### src/hdl/ptu_pkg.sv
// Shared types and constants of the two-level page table update engine.
// Holds the channel payload structs, the control enums and the controller/datapath link.
// No dependencies.
package ptu_pkg;

   localparam int TABLE_PAGES_DEF = 64;
   localparam int FRAME_W         = 20;
   localparam int ENTRY_IDX_W     = 10;
   localparam int ATTR_W          = 12;
   localparam int CSR_INDEX_W     = 2;

   localparam logic [FRAME_W-1:0] WINDOW_BASE_RST = 20'd256;
   localparam logic [FRAME_W-1:0] POOL_START_RST  = 20'd256;
   localparam logic [FRAME_W-1:0] POOL_END_RST    = 20'd319;

   localparam logic [ATTR_W-1:0] PRESENT_BIT   = 12'h001;
   localparam logic [ATTR_W-1:0] CLEAR_PRESENT = 12'hffe;

   // command codes
   localparam logic CMD_MAP   = 1'b0;
   localparam logic CMD_UNMAP = 1'b1;

   // status codes
   localparam logic [1:0] STATUS_DONE      = 2'd0;
   localparam logic [1:0] STATUS_OUTSIDE   = 2'd1;
   localparam logic [1:0] STATUS_EXHAUSTED = 2'd2;

   // register indexes
   localparam logic [CSR_INDEX_W-1:0] REG_WINDOW_BASE = 2'd0;
   localparam logic [CSR_INDEX_W-1:0] REG_POOL_START  = 2'd1;
   localparam logic [CSR_INDEX_W-1:0] REG_POOL_END    = 2'd2;

   typedef struct packed {
      logic                command;
      logic [FRAME_W-1:0]  dir_frame;
      logic [31:0]         virt_address;
      logic [31:0]         phys_address;
      logic [ATTR_W-1:0]   attr_bits;
   } req_type;

   typedef struct packed {
      logic [31:0] result_address;
      logic [1:0]  status;
   } rsp_type;

   typedef enum logic [3:0] {
      S_CLEAR,
      S_IDLE,
      S_DIR,
      S_PDE_WAIT,
      S_ZERO,
      S_WR_PDE,
      S_WR_PTE,
      S_RD_PTE,
      S_PTE_WAIT,
      S_RESP
   } state_type;

   typedef enum logic [2:0] {
      MEM_NONE,
      MEM_CLEAR,
      MEM_ZERO,
      MEM_RD_PDE,
      MEM_WR_PDE,
      MEM_RD_PTE,
      MEM_WR_PTE,
      MEM_CLR_PTE
   } mem_op_type;

   typedef enum logic [2:0] {
      RES_NONE,
      RES_DONE,
      RES_OUTSIDE,
      RES_EXHAUSTED,
      RES_FRAME
   } res_sel_type;

   typedef struct packed {
      mem_op_type  mem_op;
      res_sel_type res_sel;
      logic        load_req;
      logic        load_pde;
      logic        load_table;
      logic        take_frame;
      logic        cnt_clear;
      logic        cnt_inc;
      logic        rsp_load;
   } dp_cmd_type;

   typedef struct packed {
      logic is_unmap;
      logic dir_ok;
      logic pde_present;
      logic pool_ok;
      logic tab_win;
      logic cnt_page_last;
      logic cnt_all_last;
   } dp_stat_type;

endpackage

### src/hdl/ptu_ctrl.sv
// Controller of the page table update engine: sequences the clearing pass,
// the directory and table walk, table zeroing and the response handshake.
// Depends on ptu_pkg.
module ptu_ctrl (
   input  logic                  clock,
   input  logic                  reset,
   input  logic                  req_valid,
   output logic                  req_ready,
   output logic                  rsp_valid,
   input  logic                  rsp_ready,
   input  ptu_pkg::dp_stat_type  stat,
   output ptu_pkg::dp_cmd_type   cmd
);

   ptu_pkg::state_type state_ff, state_in;
   logic               rsp_valid_ff, rsp_valid_in;

   always_ff @(posedge clock) begin
      if (reset) begin
         state_ff     <= ptu_pkg::S_CLEAR;
         rsp_valid_ff <= 1'b0;
      end else begin
         state_ff     <= state_in;
         rsp_valid_ff <= rsp_valid_in;
      end
   end

   always_comb begin
      state_in  = state_ff;
      cmd       = '0;
      req_ready = 1'b0;

      unique case (state_ff)
         ptu_pkg::S_CLEAR: begin
            cmd.mem_op  = ptu_pkg::MEM_CLEAR;
            cmd.cnt_inc = 1'b1;
            if (stat.cnt_all_last) begin
               state_in = ptu_pkg::S_IDLE;
            end
         end
         ptu_pkg::S_IDLE: begin
            req_ready = 1'b1;
            if (req_valid) begin
               cmd.load_req = 1'b1;
               state_in     = ptu_pkg::S_DIR;
            end
         end
         ptu_pkg::S_DIR: begin
            if (!stat.dir_ok) begin
               cmd.res_sel = ptu_pkg::RES_OUTSIDE;
               state_in    = ptu_pkg::S_RESP;
            end else begin
               cmd.mem_op = ptu_pkg::MEM_RD_PDE;
               state_in   = ptu_pkg::S_PDE_WAIT;
            end
         end
         ptu_pkg::S_PDE_WAIT: begin
            cmd.load_pde = 1'b1;
            priority if (stat.is_unmap && !stat.pde_present) begin
               cmd.res_sel = ptu_pkg::RES_FRAME;
               state_in    = ptu_pkg::S_RESP;
            end else if (!stat.is_unmap && !stat.pde_present && !stat.pool_ok) begin
               cmd.res_sel = ptu_pkg::RES_EXHAUSTED;
               state_in    = ptu_pkg::S_RESP;
            end else if (!stat.tab_win) begin
               cmd.res_sel = ptu_pkg::RES_OUTSIDE;
               state_in    = ptu_pkg::S_RESP;
            end else begin
               cmd.load_table = 1'b1;
               priority if (stat.is_unmap) begin
                  state_in = ptu_pkg::S_RD_PTE;
               end else if (!stat.pde_present) begin
                  // take a fresh table frame and zero it first
                  cmd.take_frame = 1'b1;
                  cmd.cnt_clear  = 1'b1;
                  state_in       = ptu_pkg::S_ZERO;
               end else begin
                  state_in = ptu_pkg::S_WR_PDE;
               end
            end
         end
         ptu_pkg::S_ZERO: begin
            cmd.mem_op  = ptu_pkg::MEM_ZERO;
            cmd.cnt_inc = 1'b1;
            if (stat.cnt_page_last) begin
               state_in = ptu_pkg::S_WR_PDE;
            end
         end
         ptu_pkg::S_WR_PDE: begin
            cmd.mem_op = ptu_pkg::MEM_WR_PDE;
            state_in   = ptu_pkg::S_WR_PTE;
         end
         ptu_pkg::S_WR_PTE: begin
            cmd.mem_op  = ptu_pkg::MEM_WR_PTE;
            cmd.res_sel = ptu_pkg::RES_DONE;
            state_in    = ptu_pkg::S_RESP;
         end
         ptu_pkg::S_RD_PTE: begin
            cmd.mem_op = ptu_pkg::MEM_RD_PTE;
            state_in   = ptu_pkg::S_PTE_WAIT;
         end
         ptu_pkg::S_PTE_WAIT: begin
            cmd.mem_op  = ptu_pkg::MEM_CLR_PTE;
            cmd.res_sel = ptu_pkg::RES_FRAME;
            state_in    = ptu_pkg::S_RESP;
         end
         ptu_pkg::S_RESP: begin
            // hold until the output register is free or being drained
            if (!rsp_valid_ff || rsp_ready) begin
               cmd.rsp_load = 1'b1;
               state_in     = ptu_pkg::S_IDLE;
            end
         end
         default: begin
            state_in = ptu_pkg::S_CLEAR;
         end
      endcase
   end

   always_comb begin
      if (cmd.rsp_load) begin
         rsp_valid_in = 1'b1;
      end else if (rsp_ready) begin
         rsp_valid_in = 1'b0;
      end else begin
         rsp_valid_in = rsp_valid_ff;
      end
   end

   assign rsp_valid = rsp_valid_ff;

`ifndef SYNTHESIS
   a_rsp_no_overwrite: assert property (@(posedge clock) disable iff (reset)
      cmd.rsp_load |-> (!rsp_valid_ff || rsp_ready))
      else $error("response overwritten before transaction completed");

   a_clear_holds: assert property (@(posedge clock) disable iff (reset)
      (state_ff == ptu_pkg::S_CLEAR && !stat.cnt_all_last) |=> state_ff == ptu_pkg::S_CLEAR)
      else $error("clearing pass left early");

   a_zero_holds: assert property (@(posedge clock) disable iff (reset)
      (state_ff == ptu_pkg::S_ZERO && !stat.cnt_page_last) |=> state_ff == ptu_pkg::S_ZERO)
      else $error("table zeroing left early");

   a_take_needs_pool: assert property (@(posedge clock) disable iff (reset)
      cmd.take_frame |-> (stat.pool_ok && stat.tab_win))
      else $error("table frame taken from an exhausted pool or outside window");
`endif

endmodule

### config.mk
export PLATFORM = sky130hd
export DESIGN_NAME = ptu_ctrl
export DESIGN_NICKNAME = d
export VERILOG_FILES = /design/src/hdl/ptu_pkg.sv /design/src/hdl/ptu_ctrl.sv
export SDC_FILE = /design/constraint.sdc
export NUM_CORES = 1
export LEC_CHECK = 0
export BUFFER_PORTS_ARGS = -buffer_cell sky130_fd_sc_hd__clkbuf_2
export CORE_AREA = 2 2 39 41
export CTS_CLUSTER_DIAMETER = 200
export DETAILED_ROUTE_END_ITERATION = 10
export DIE_AREA = 0 0 41 43
export PLACE_DENSITY_LB_ADDON = 0.12
export SYNTH_ARGS = -nofsm -noshare
export SYNTH_HDL_FRONTEND = slang
export SYNTH_SLANG_ARGS = --single-unit
### constraint.sdc
create_clock -name clock -period 1.68 [get_ports clock]
set_clock_uncertainty 0.15 [all_clocks]
set_input_delay 0 -clock clock [delete_from_list [all_inputs] [get_ports clock]]
set_output_delay 0 -clock clock [all_outputs]
set_load 0.01 [all_outputs]
==> impl_summary.txt, run 1 <==
----------------------------------------------------
[Hold path]
  Min-Delay Path Class ... in2reg
  Cells on Worst Hold Path ... 4
  Hold path start ... stat[2]
  End point of the most critical hold path ... state_ff[3]

[Die]
  Initial core utilization ... between 30% and 40%
  CORE AREA ... about 0.0014 mm^2
  Die footprint ... approximately 0.0018 mm^2
  Die outline height ... ~43 um
  Number of I/O pins ... 26
  Width of the die ... between 40 and 50 um
  Number of core rows ... 14

[Drt]
  Initial drt markers ... 8
  Wire length per cell ... between 10 and 15 um
  Detail-routed via count per cell ... a little over 5
  Vias after detailed routing ... around 620
  Post-detailed-routing wire length ... roughly 1.3 mm
  Number of detailed-route iterations in the first pass ... 4
  Remaining DRCs ... 0
  Post-route antenna net violation count ... 0

[STA]
  Setup violators final ... 0
  Final Max Slew Viols ... 0
  Fmax ... 629 MHz
  Final critical-path required period ... approximately 1.6 ns
  Part of the cycle the worst path needs ... 94.7%
  Actual slew at the worst max-slew pin ... between 0.3 and 0.4 ns
  Worst hold margin ... 0.0530 ns
  RSZ-0062 raised after global routing ... yes
  Relative max-transition margin ... between 70 and 80%
  Hold Violations, Final ... 0

[Synth]
  Mean post-synth cell area ... 6.91 um^2
  Post-synthesis mux area share ... 2.12%
  Top area cells in the synthesized netlist ... dfxtp_1 19%, nor2_1 8.5%, nor2b_1 7.1%
  Synth Area in Adders ... 0%
  Dominant cell type by area after synthesis ... dfxtp_1
  Unique cell type count in the Yosys netlist ... 32
  Asr flop ratio synth ... 0%
  Post-synthesis instance total ... between 70 and 80
  Number of enable-type register cells in the synthesized netlist ... 0
  Post-synth top flop ... dfxtp_1
  Share of the synthesized area in compound gates (AO/OA/AOI/OAI) ... between 20% and 30%
  Warnings, synthesis ... 0
  Dominant combinational cell family by area after synthesis ... simple AND/OR/NAND/NOR gates
  Simple-gate share of the synthesized area ... a little over two fifths
  Post-synthesis sequential element count ... 5
  Xor and xnor area share after synthesis ... 0%
  Cell Area, Synth ... ~530 um^2
  Share of the yosys chip area belonging to registers ... between 10% and 20%
  Post-synth top area share ... between 10% and 20%
  Syn_nets ... just under 90

[Place]
  Placed inst area ... 636 um^2
  Global placement routability congestion ... around 0.83
  Placed Cells ... approximately 110
  Number of I/O port buffers ... 25
  Half-perimeter wire length of the detailed placement result ... 994 um

[Power]
  Worst vdd rail ir drop ... around 0.43 mV
  Leak ... around 0.33 nW
  Power density cells ... 1030 mW/mm^2

[GRT]
  Antenna violations before repair ... 0
  Number of global-route vias before repair ... 524
  Pin count of the biggest net entering global routing ... 20
  Overall Global Routing Usage ... around 18%
  First-pass GRT wire length ... roughly 2.2 mm
  Global-route congestion overflow total ... 0

[Cells and area]
  Area grow syn2layout ... 32.7%
  Count of nets after finishing ... 116
  Non-Filler Instances ... 120
  Post-Route Utilization ... 51.0%
  Share of layout cells above drive strength 1 ... 35.6%
  Post-layout instance area ... a little over 700 um^2
  Antenna Cells ... 0

[Clock network]
  Number of H-tree levels ... 1
  TritonCTS clock tree ... done
  Number of buffers inserted during clock tree synthesis ... 3
  Worst-Skew Late Latency ... 0.25 ns
  CTS sink count ... 5
  CTS clock-pin slew for the worst setup and hold paths ... ~0.050 ns
  Maximum buffer depth of the clock tree ... 2
  Cell at the root of the clock tree ... clkbuf_4

[Worst setup path]
  Nature of the critical path endpoint ... output port
  Worst R2R Path Depth ... 4
  Capture instance of the worst register-to-register path ... state_ff[0]
  Register-to-register setup slack ... 0.19 ns
  Worst endpoint data arrival time ... about 1.4 ns
  Startpoint Class ... register
  Largest driver fanout on the critical path ... 9
  Kind of cell adding the most delay to the critical path ... simple AND/OR/NAND/NOR gates
  Highest-delay cell along the critical path ... dfxtp_1
  Crit-path cells ... nor2_2 -> nand2_1 -> nor2_1 -> and2_1 -> clkbuf_2
  Max stage delay on crit path ... 0.41 ns
  Launching point of the worst reg2reg path ... state_ff[1]
  Path type of the worst setup path ... reg2out
  Data required time of the critical path ... approximately 1.5 ns
  Crit path buf inv count ... 1

[Flow run]
  Number of max-cap violations ... 0

[Run status]
  Status ... finished, final reports clean

----------------------------------------------------
sequential cells by signal (all words and copies together), names as in the netlist:
| signal | count |
|---|---|
| rsp_valid | 1 |
| state_ff | 4 |
Yosys cell counts (2+ instances only):
cell type / instances
nor2_1: 12
nor2b_1: 6
nor3_1: 6
dfxtp_1: 5
nand2_1: 5
o21ai_0: 5
buf_4: 4
a31oi_1: 3
inv_1: 3
nand2b_1: 3
a21oi_1: 2
buf_2: 2
nor3b_1: 2
cell usage in the layout, fill, tap and decap left out, types with 2 or more instances in the layout:
cell	count
dfxtp_1	2
nor3b_1	2
nand2b_1	3
dfxtp_2	3
a21oi_1	2
buf_4	2
a31oi_1	3
inv_1	3
nor2b_1	6
nand2_1	5
clkbuf_4	3
nor2_1	12
nor3_1	6
dlygate4sd3_1	4
clkbuf_2	25
o21ai_0	5
per-stage QoR:
step / setup WS, ns / TNS, ns / total power, W
5_1_grt: -0.0442 / -0.0442 / 0.000793
2_1_floorplan: 0.331 / 0 / 0.000474
6_report: 0.0890 / 0 / 0.000729
3_3_place_gp: 0.193 / 0 / 0.000573
3_5_place_dp: 0.133 / 0 / 0.000571
4_1_cts: 0.0171 / 0 / 0.000734
worst max-delay path by stage:
stage,startpoint,end,slack [ns],depth (start not counted)
final,state_ff[1],cmd[6],0.09,5
after global placement,state_ff[3],state_ff[0],0.19,4
after floorplan,state_ff[3],state_ff[2],0.33,4
after global routing,state_ff[1],cmd[6],-0.04,5
after CTS,state_ff[0],cmd[7],0.02,5
after detailed placement,state_ff[3],state_ff[0],0.13,4
layout make-up:
class                   count  area [um^2]
repair buffers             31          180
flip-flops and latches      5          104
fillers                   154          678
inverters                   3         11.3
well taps                  16         20.0
clock buffers               4         26.3
multi-input cells          61          364
worst register-to-register path: cells and delay by family, from the launching register on:
kind             cells  cell delay (ns)
AND/OR/NAND/NOR      2             0.40
AO/OA/AOI/OAI        2             0.36
flip-flops           1             0.53
logic make-up (layout without fill, tap and decap cells):
| logic type | count (synthesis) | in the layout |
|---|---|---|
| compound gates | 19 | 19 |
| flops | 5 | 5 |
| mux | 1 | 1 |
| buf+inv | 11 | 38 |
| simple gates | 41 | 41 |
where the power goes:
group / switching (W) / internal, W / total [W]
registers: 0.0000618 / 0.000144 / 0.000206
clock network: 0.0000555 / 0.0000902 / 0.000146
logic: 0.000203 / 0.000175 / 0.000378
metal layers:
layer	vias to the layer above	global-route usage (%)	share of wire, %
met3	0	6.28	6.5
met2	19	25.3	46
met5	-	0	0
met4	0	4.00	0
li1	326	-	-
met1	273	24.4	48
repair_timing:
item | CTS | global route
setup endpoints to repair | 0 | 10
setup buffers | 0 | 0
endpoints found under the hold margin | 5 | 0
hold buffers | 4 | 0
resized for setup | 0 | 3
(Power assumes the default switching activity.)
==> inputs of run 2 (changes only) <==
ABC_AREA = 1   (was unset)
==> run 2 against run 1 <==
Clock power is 8% lower. Non-clock buffer count is 2 lower. Register-to-register slack better by 0.19 ns. Count of clock-buffer cells in the layout stayed put. Sequential power is 31% lower. Critical path depth is 3 higher. Utilization is 0.090 points higher. Largest power group unchanged. Highest routed layer unchanged.
==> impl_summary.txt, run 2 <==
----------------------------------------------------
[Worst setup path]
  End of the critical path ... cmd[8]
  Capture instance of the worst register-to-register path ... state_ff[1]
  Nature of the critical path endpoint ... output port
  Data required time of the critical path ... 1.53 ns (about the same)
  Path type of the worst setup path ... reg2out
  Register-to-register setup slack ... 0.38 ns (+0.19 ns)
  Largest driver fanout on the critical path ... 5 (-4)
  Critical Path Start ... state_ff[3]
  Worst endpoint data arrival time ... 1.41 ns (-0.03 ns)
  Startpoint Class ... register
  Worst R2R Path Depth ... 8 (+4)
  Launching point of the worst reg2reg path ... state_ff[1]

[Cells and area]
  Commonest cells after routing, fill and taps aside ... 25 x clkbuf_2, 18 x nand2_1, 18 x nor2_1, 13 x inv_1, 7 x nand3_1
  Number of flip-flops under the largest register name ... 4 (unchanged)
  Count of nets after finishing ... 130 (+12%)
  Leading cell type in the layout, fill and taps excluded ... clkbuf_2
  Area grow syn2layout ... 40.5%
  Non-Filler Instances ... 134 (+12%)
  Fill count ... 159 (+3.2%)
  Antenna Cells ... 0 (unchanged)
  Register containing the most flip-flops in the final layout ... state_ff
  Share of layout cells above drive strength 1 ... 34.7% (-0.83 points)

[Synth]
  Post-synthesis instance total ... 87 (+13%)
  Warnings, synthesis ... 0 (unchanged)
  Mean post-synth cell area ... 5.78 um^2 (-16%)
  Unique cell type count in the Yosys netlist ... 21 (-34%)
  Post-synthesis sequential element count ... 5 (unchanged)
  Syn_nets ... 98 (+11%)
  Asr flop ratio synth ... 0% (unchanged)
  Cell Area, Synth ... 503 um^2 (-5.4%)
  Top area cells in the synthesized netlist ... dfxtp_1 20%, nand2_1 13%, nor2_1 13%
  Post-synth top cells ... 18 x nand2_1, 18 x nor2_1, 13 x inv_1
  Share of the yosys chip area belonging to registers ... 19.9% (+1.1 points)
  Post-synth top area share ... 19.9% (+1.1 points)
  Post-synth top flop ... dfxtp_1
  Number of enable-type register cells in the synthesized netlist ... 0 (unchanged)
  Dominant cell type by area after synthesis ... dfxtp_1

[Power]
  Leak ... 0.378 nW (+14%)
  Part of the power in combinational logic ... 41.3% (-11 points)
  Power density cells ... 669 mW/mm^2 (-35%)
  Seq pwr share ... 30.3% (+2.1 points)
  Worst vdd rail ir drop ... 0.412 mV (-4.7%)
  Switching power total ... 0.000176 W (-45%)
  Internal power ... 0.000297 W (-27%)
  Clock network fraction of design power ... 28.4% (+8.4 points)
  Net Sw Frac ... 37.2% (-6.7 points)

[GRT]
  Antenna violations before repair ... 0 (unchanged)
  Pin count of the biggest net entering global routing ... 6 (-70%)
  Global-route congestion overflow total ... 0 (unchanged)
  First-pass GRT wire length ... 2.24 mm (+3.2%)
  Number of global-route vias before repair ... 547 (+4.4%)
  Overall Global Routing Usage ... 18.4% (+0.84 points)

[Drt]
  Remaining DRCs ... 0 (unchanged)
  Initial drt markers ... 10 (+2)
  Wire length per cell ... 9.65 um (-12%)
  Post-detailed-routing wire length ... 1.29 mm (-1.7%)
  Post-route antenna net violation count ... 0 (unchanged)
  Detail-routed via count per cell ... 4.72 (-8.4%)
  Vias after detailed routing ... 632 (+2.3%)
  Number of detailed-route iterations in the first pass ... 4 (unchanged)

[Hold path]
  Cells on Worst Hold Path ... 5 (+1)
  Min-Delay Path Class ... in2reg

[STA]
  Fmax ... 641 MHz (+1.9%)
  Worst setup margin ... 0.119 ns (+0.0297 ns)
  Setup violators final ... 0 (unchanged)
  Final Max Slew Viols ... 0 (unchanged)
  Part of the cycle the worst path needs ... 92.9% (-1.8 points)
  Final critical-path required period ... 1.56 ns (-0.0297 ns)
  Actual slew at the worst max-slew pin ... 0.290 ns (-0.0670 ns)
  RSZ-0062 raised after global routing ... no
  Setup TNS after final layout ... 0 ns (unchanged)
  Relative max-transition margin ... 80.5% (+4.3 points)
  Worst hold margin ... 0.0112 ns (-0.0417 ns)
  Hold Violations, Final ... 0 (unchanged)

[Die]
  Number of core rows ... 14 (unchanged)
  CORE AREA ... 0.00138 mm^2 (unchanged)
  Initial core utilization ... 36.3% (-2.1 points)
  Number of I/O pins ... 26 (unchanged)
  Die outline height ... 43 um (unchanged)
  Width of the die ... 41 um (unchanged)
  Die footprint ... 0.00176 mm^2 (unchanged)

[Place]
  Pre-CTS setup slack ... 0.336 ns (+0.203 ns)
  Number of I/O port buffers ... 25 (unchanged)
  Placed Cells ... 126 (+13%)
  Global placement routability congestion ... 0.808 (-2.4%)
  Half-perimeter wire length of the detailed placement result ... 1.09 mm (+9.5%)

[Run status]
  Status ... finished, final reports clean

[Flow run]
  Number of max-cap violations ... 0 (unchanged)

[Clock network]
  Maximum buffer depth of the clock tree ... 2 (unchanged)
  Number of H-tree levels ... 1 (unchanged)
  Number of buffers inserted during clock tree synthesis ... 3 (unchanged)
  CTS sink count ... 5 (unchanged)
  CTS clock-pin slew for the worst setup and hold paths ... 0.04 ns (about the same)
  Worst-Skew Late Latency ... 0.24 ns (about the same)
  TritonCTS clock tree ... done
  Cell at the root of the clock tree ... clkbuf_4

----------------------------------------------------
==> run 2: changes by cell type in the layout (fill, tap and decap cells not counted), sizes merged, moves of 5 or more <==
cell | before | now
nand2 | 5 | 20
nand3 | 1 | 7
nor2b | 6 | 0
nor2 | 13 | 20
nor3 | 6 | 1
inv | 3 | 16
==> run 2: worst min-delay path by stage <==
stage	startpoint	to	slack, ns
global placement	reset	state_ff[2]	0.08
finish	stat[4]	state_ff[1]	0.01
CTS	stat[4]	state_ff[2]	0.005
detailed placement	reset	state_ff[2]	0.08
floorplan	reset	state_ff[2]	-0.09
global route	stat[4]	state_ff[2]	0.07
==> run 2: repair_timing <==
item	in CTS	in global routing
setup buffers	0	1
resized for setup	0	3
endpoints found under the setup margin	0	2
hold endpoints to repair	5	0
hold buffers	3	0
==> run 2: cells by family (layout without fill, tap and decap cells) <==
kind of cell | count (synthesis) | count (layout) | synth area share, %
and+or+nand+nor | 53 | 53 | 51.0
DFF | 5 | 5 | 19.9
AOI/OAI and AO/OA | 11 | 11 | 13.7
buffers and inverters | 18 | 49 | 15.4
==> run 2: per-layer routing <==
metal | global-route usage [%] | wire length [um] | up-vias
li1 | - | - | 335
met1 | 26.1 | 615 | 276
met2 | 26.3 | 615 | 21
met3 | 3.14 | 62 | 0
met4 | 8.00 | 0 | 0
met5 | 0 | 0 | -
==> run 2: worst max-delay path: stages, from the launching register on <==
cell and delay, ns:
dfxtp_2 0.35, inv_2 0.11, nand2_4 0.08, nor2_4 0.13, inv_2 0.08, a21oi_4 0.13
inv_1 0.05, o21ai_1 0.11, clkbuf_2 0.14
==> run 2: layout make-up <==
type | instances | area [um^2] | area share [%]
Clock buffer | 4 | 26.3 | 3.72
Inverter | 16 | 62.6 | 8.85
Multi-Input combinational cell | 64 | 333 | 47.1
Sequential cell | 5 | 103 | 14.5
Tap cell | 16 | 20.0 | 2.83
Timing Repair Buffer | 29 | 163 | 23.0
==> run 2: through the flow <==
stage                     area, um^2  total power, W  utilization (%)
after floorplan                  503        0.000263                -
after global placement           633        0.000331             45.8
after detailed placement         633        0.000330             45.8
after CTS                        689        0.000476             49.8
after global routing             707        0.000519             51.1
final                            707        0.000473             51.1
==> run 2: power by group through the flow <==
stage | Sequential [W] | Combinational [W] | Clock (W)
finish | 0.000143 | 0.000196 | 0.000134
global route | 0.000145 | 0.000225 | 0.000149
CTS | 0.000141 | 0.000192 | 0.000142
detailed placement | 0.000143 | 0.000187 | 0
global placement | 0.000143 | 0.000187 | 0
floorplan | 0.000140 | 0.000122 | 0
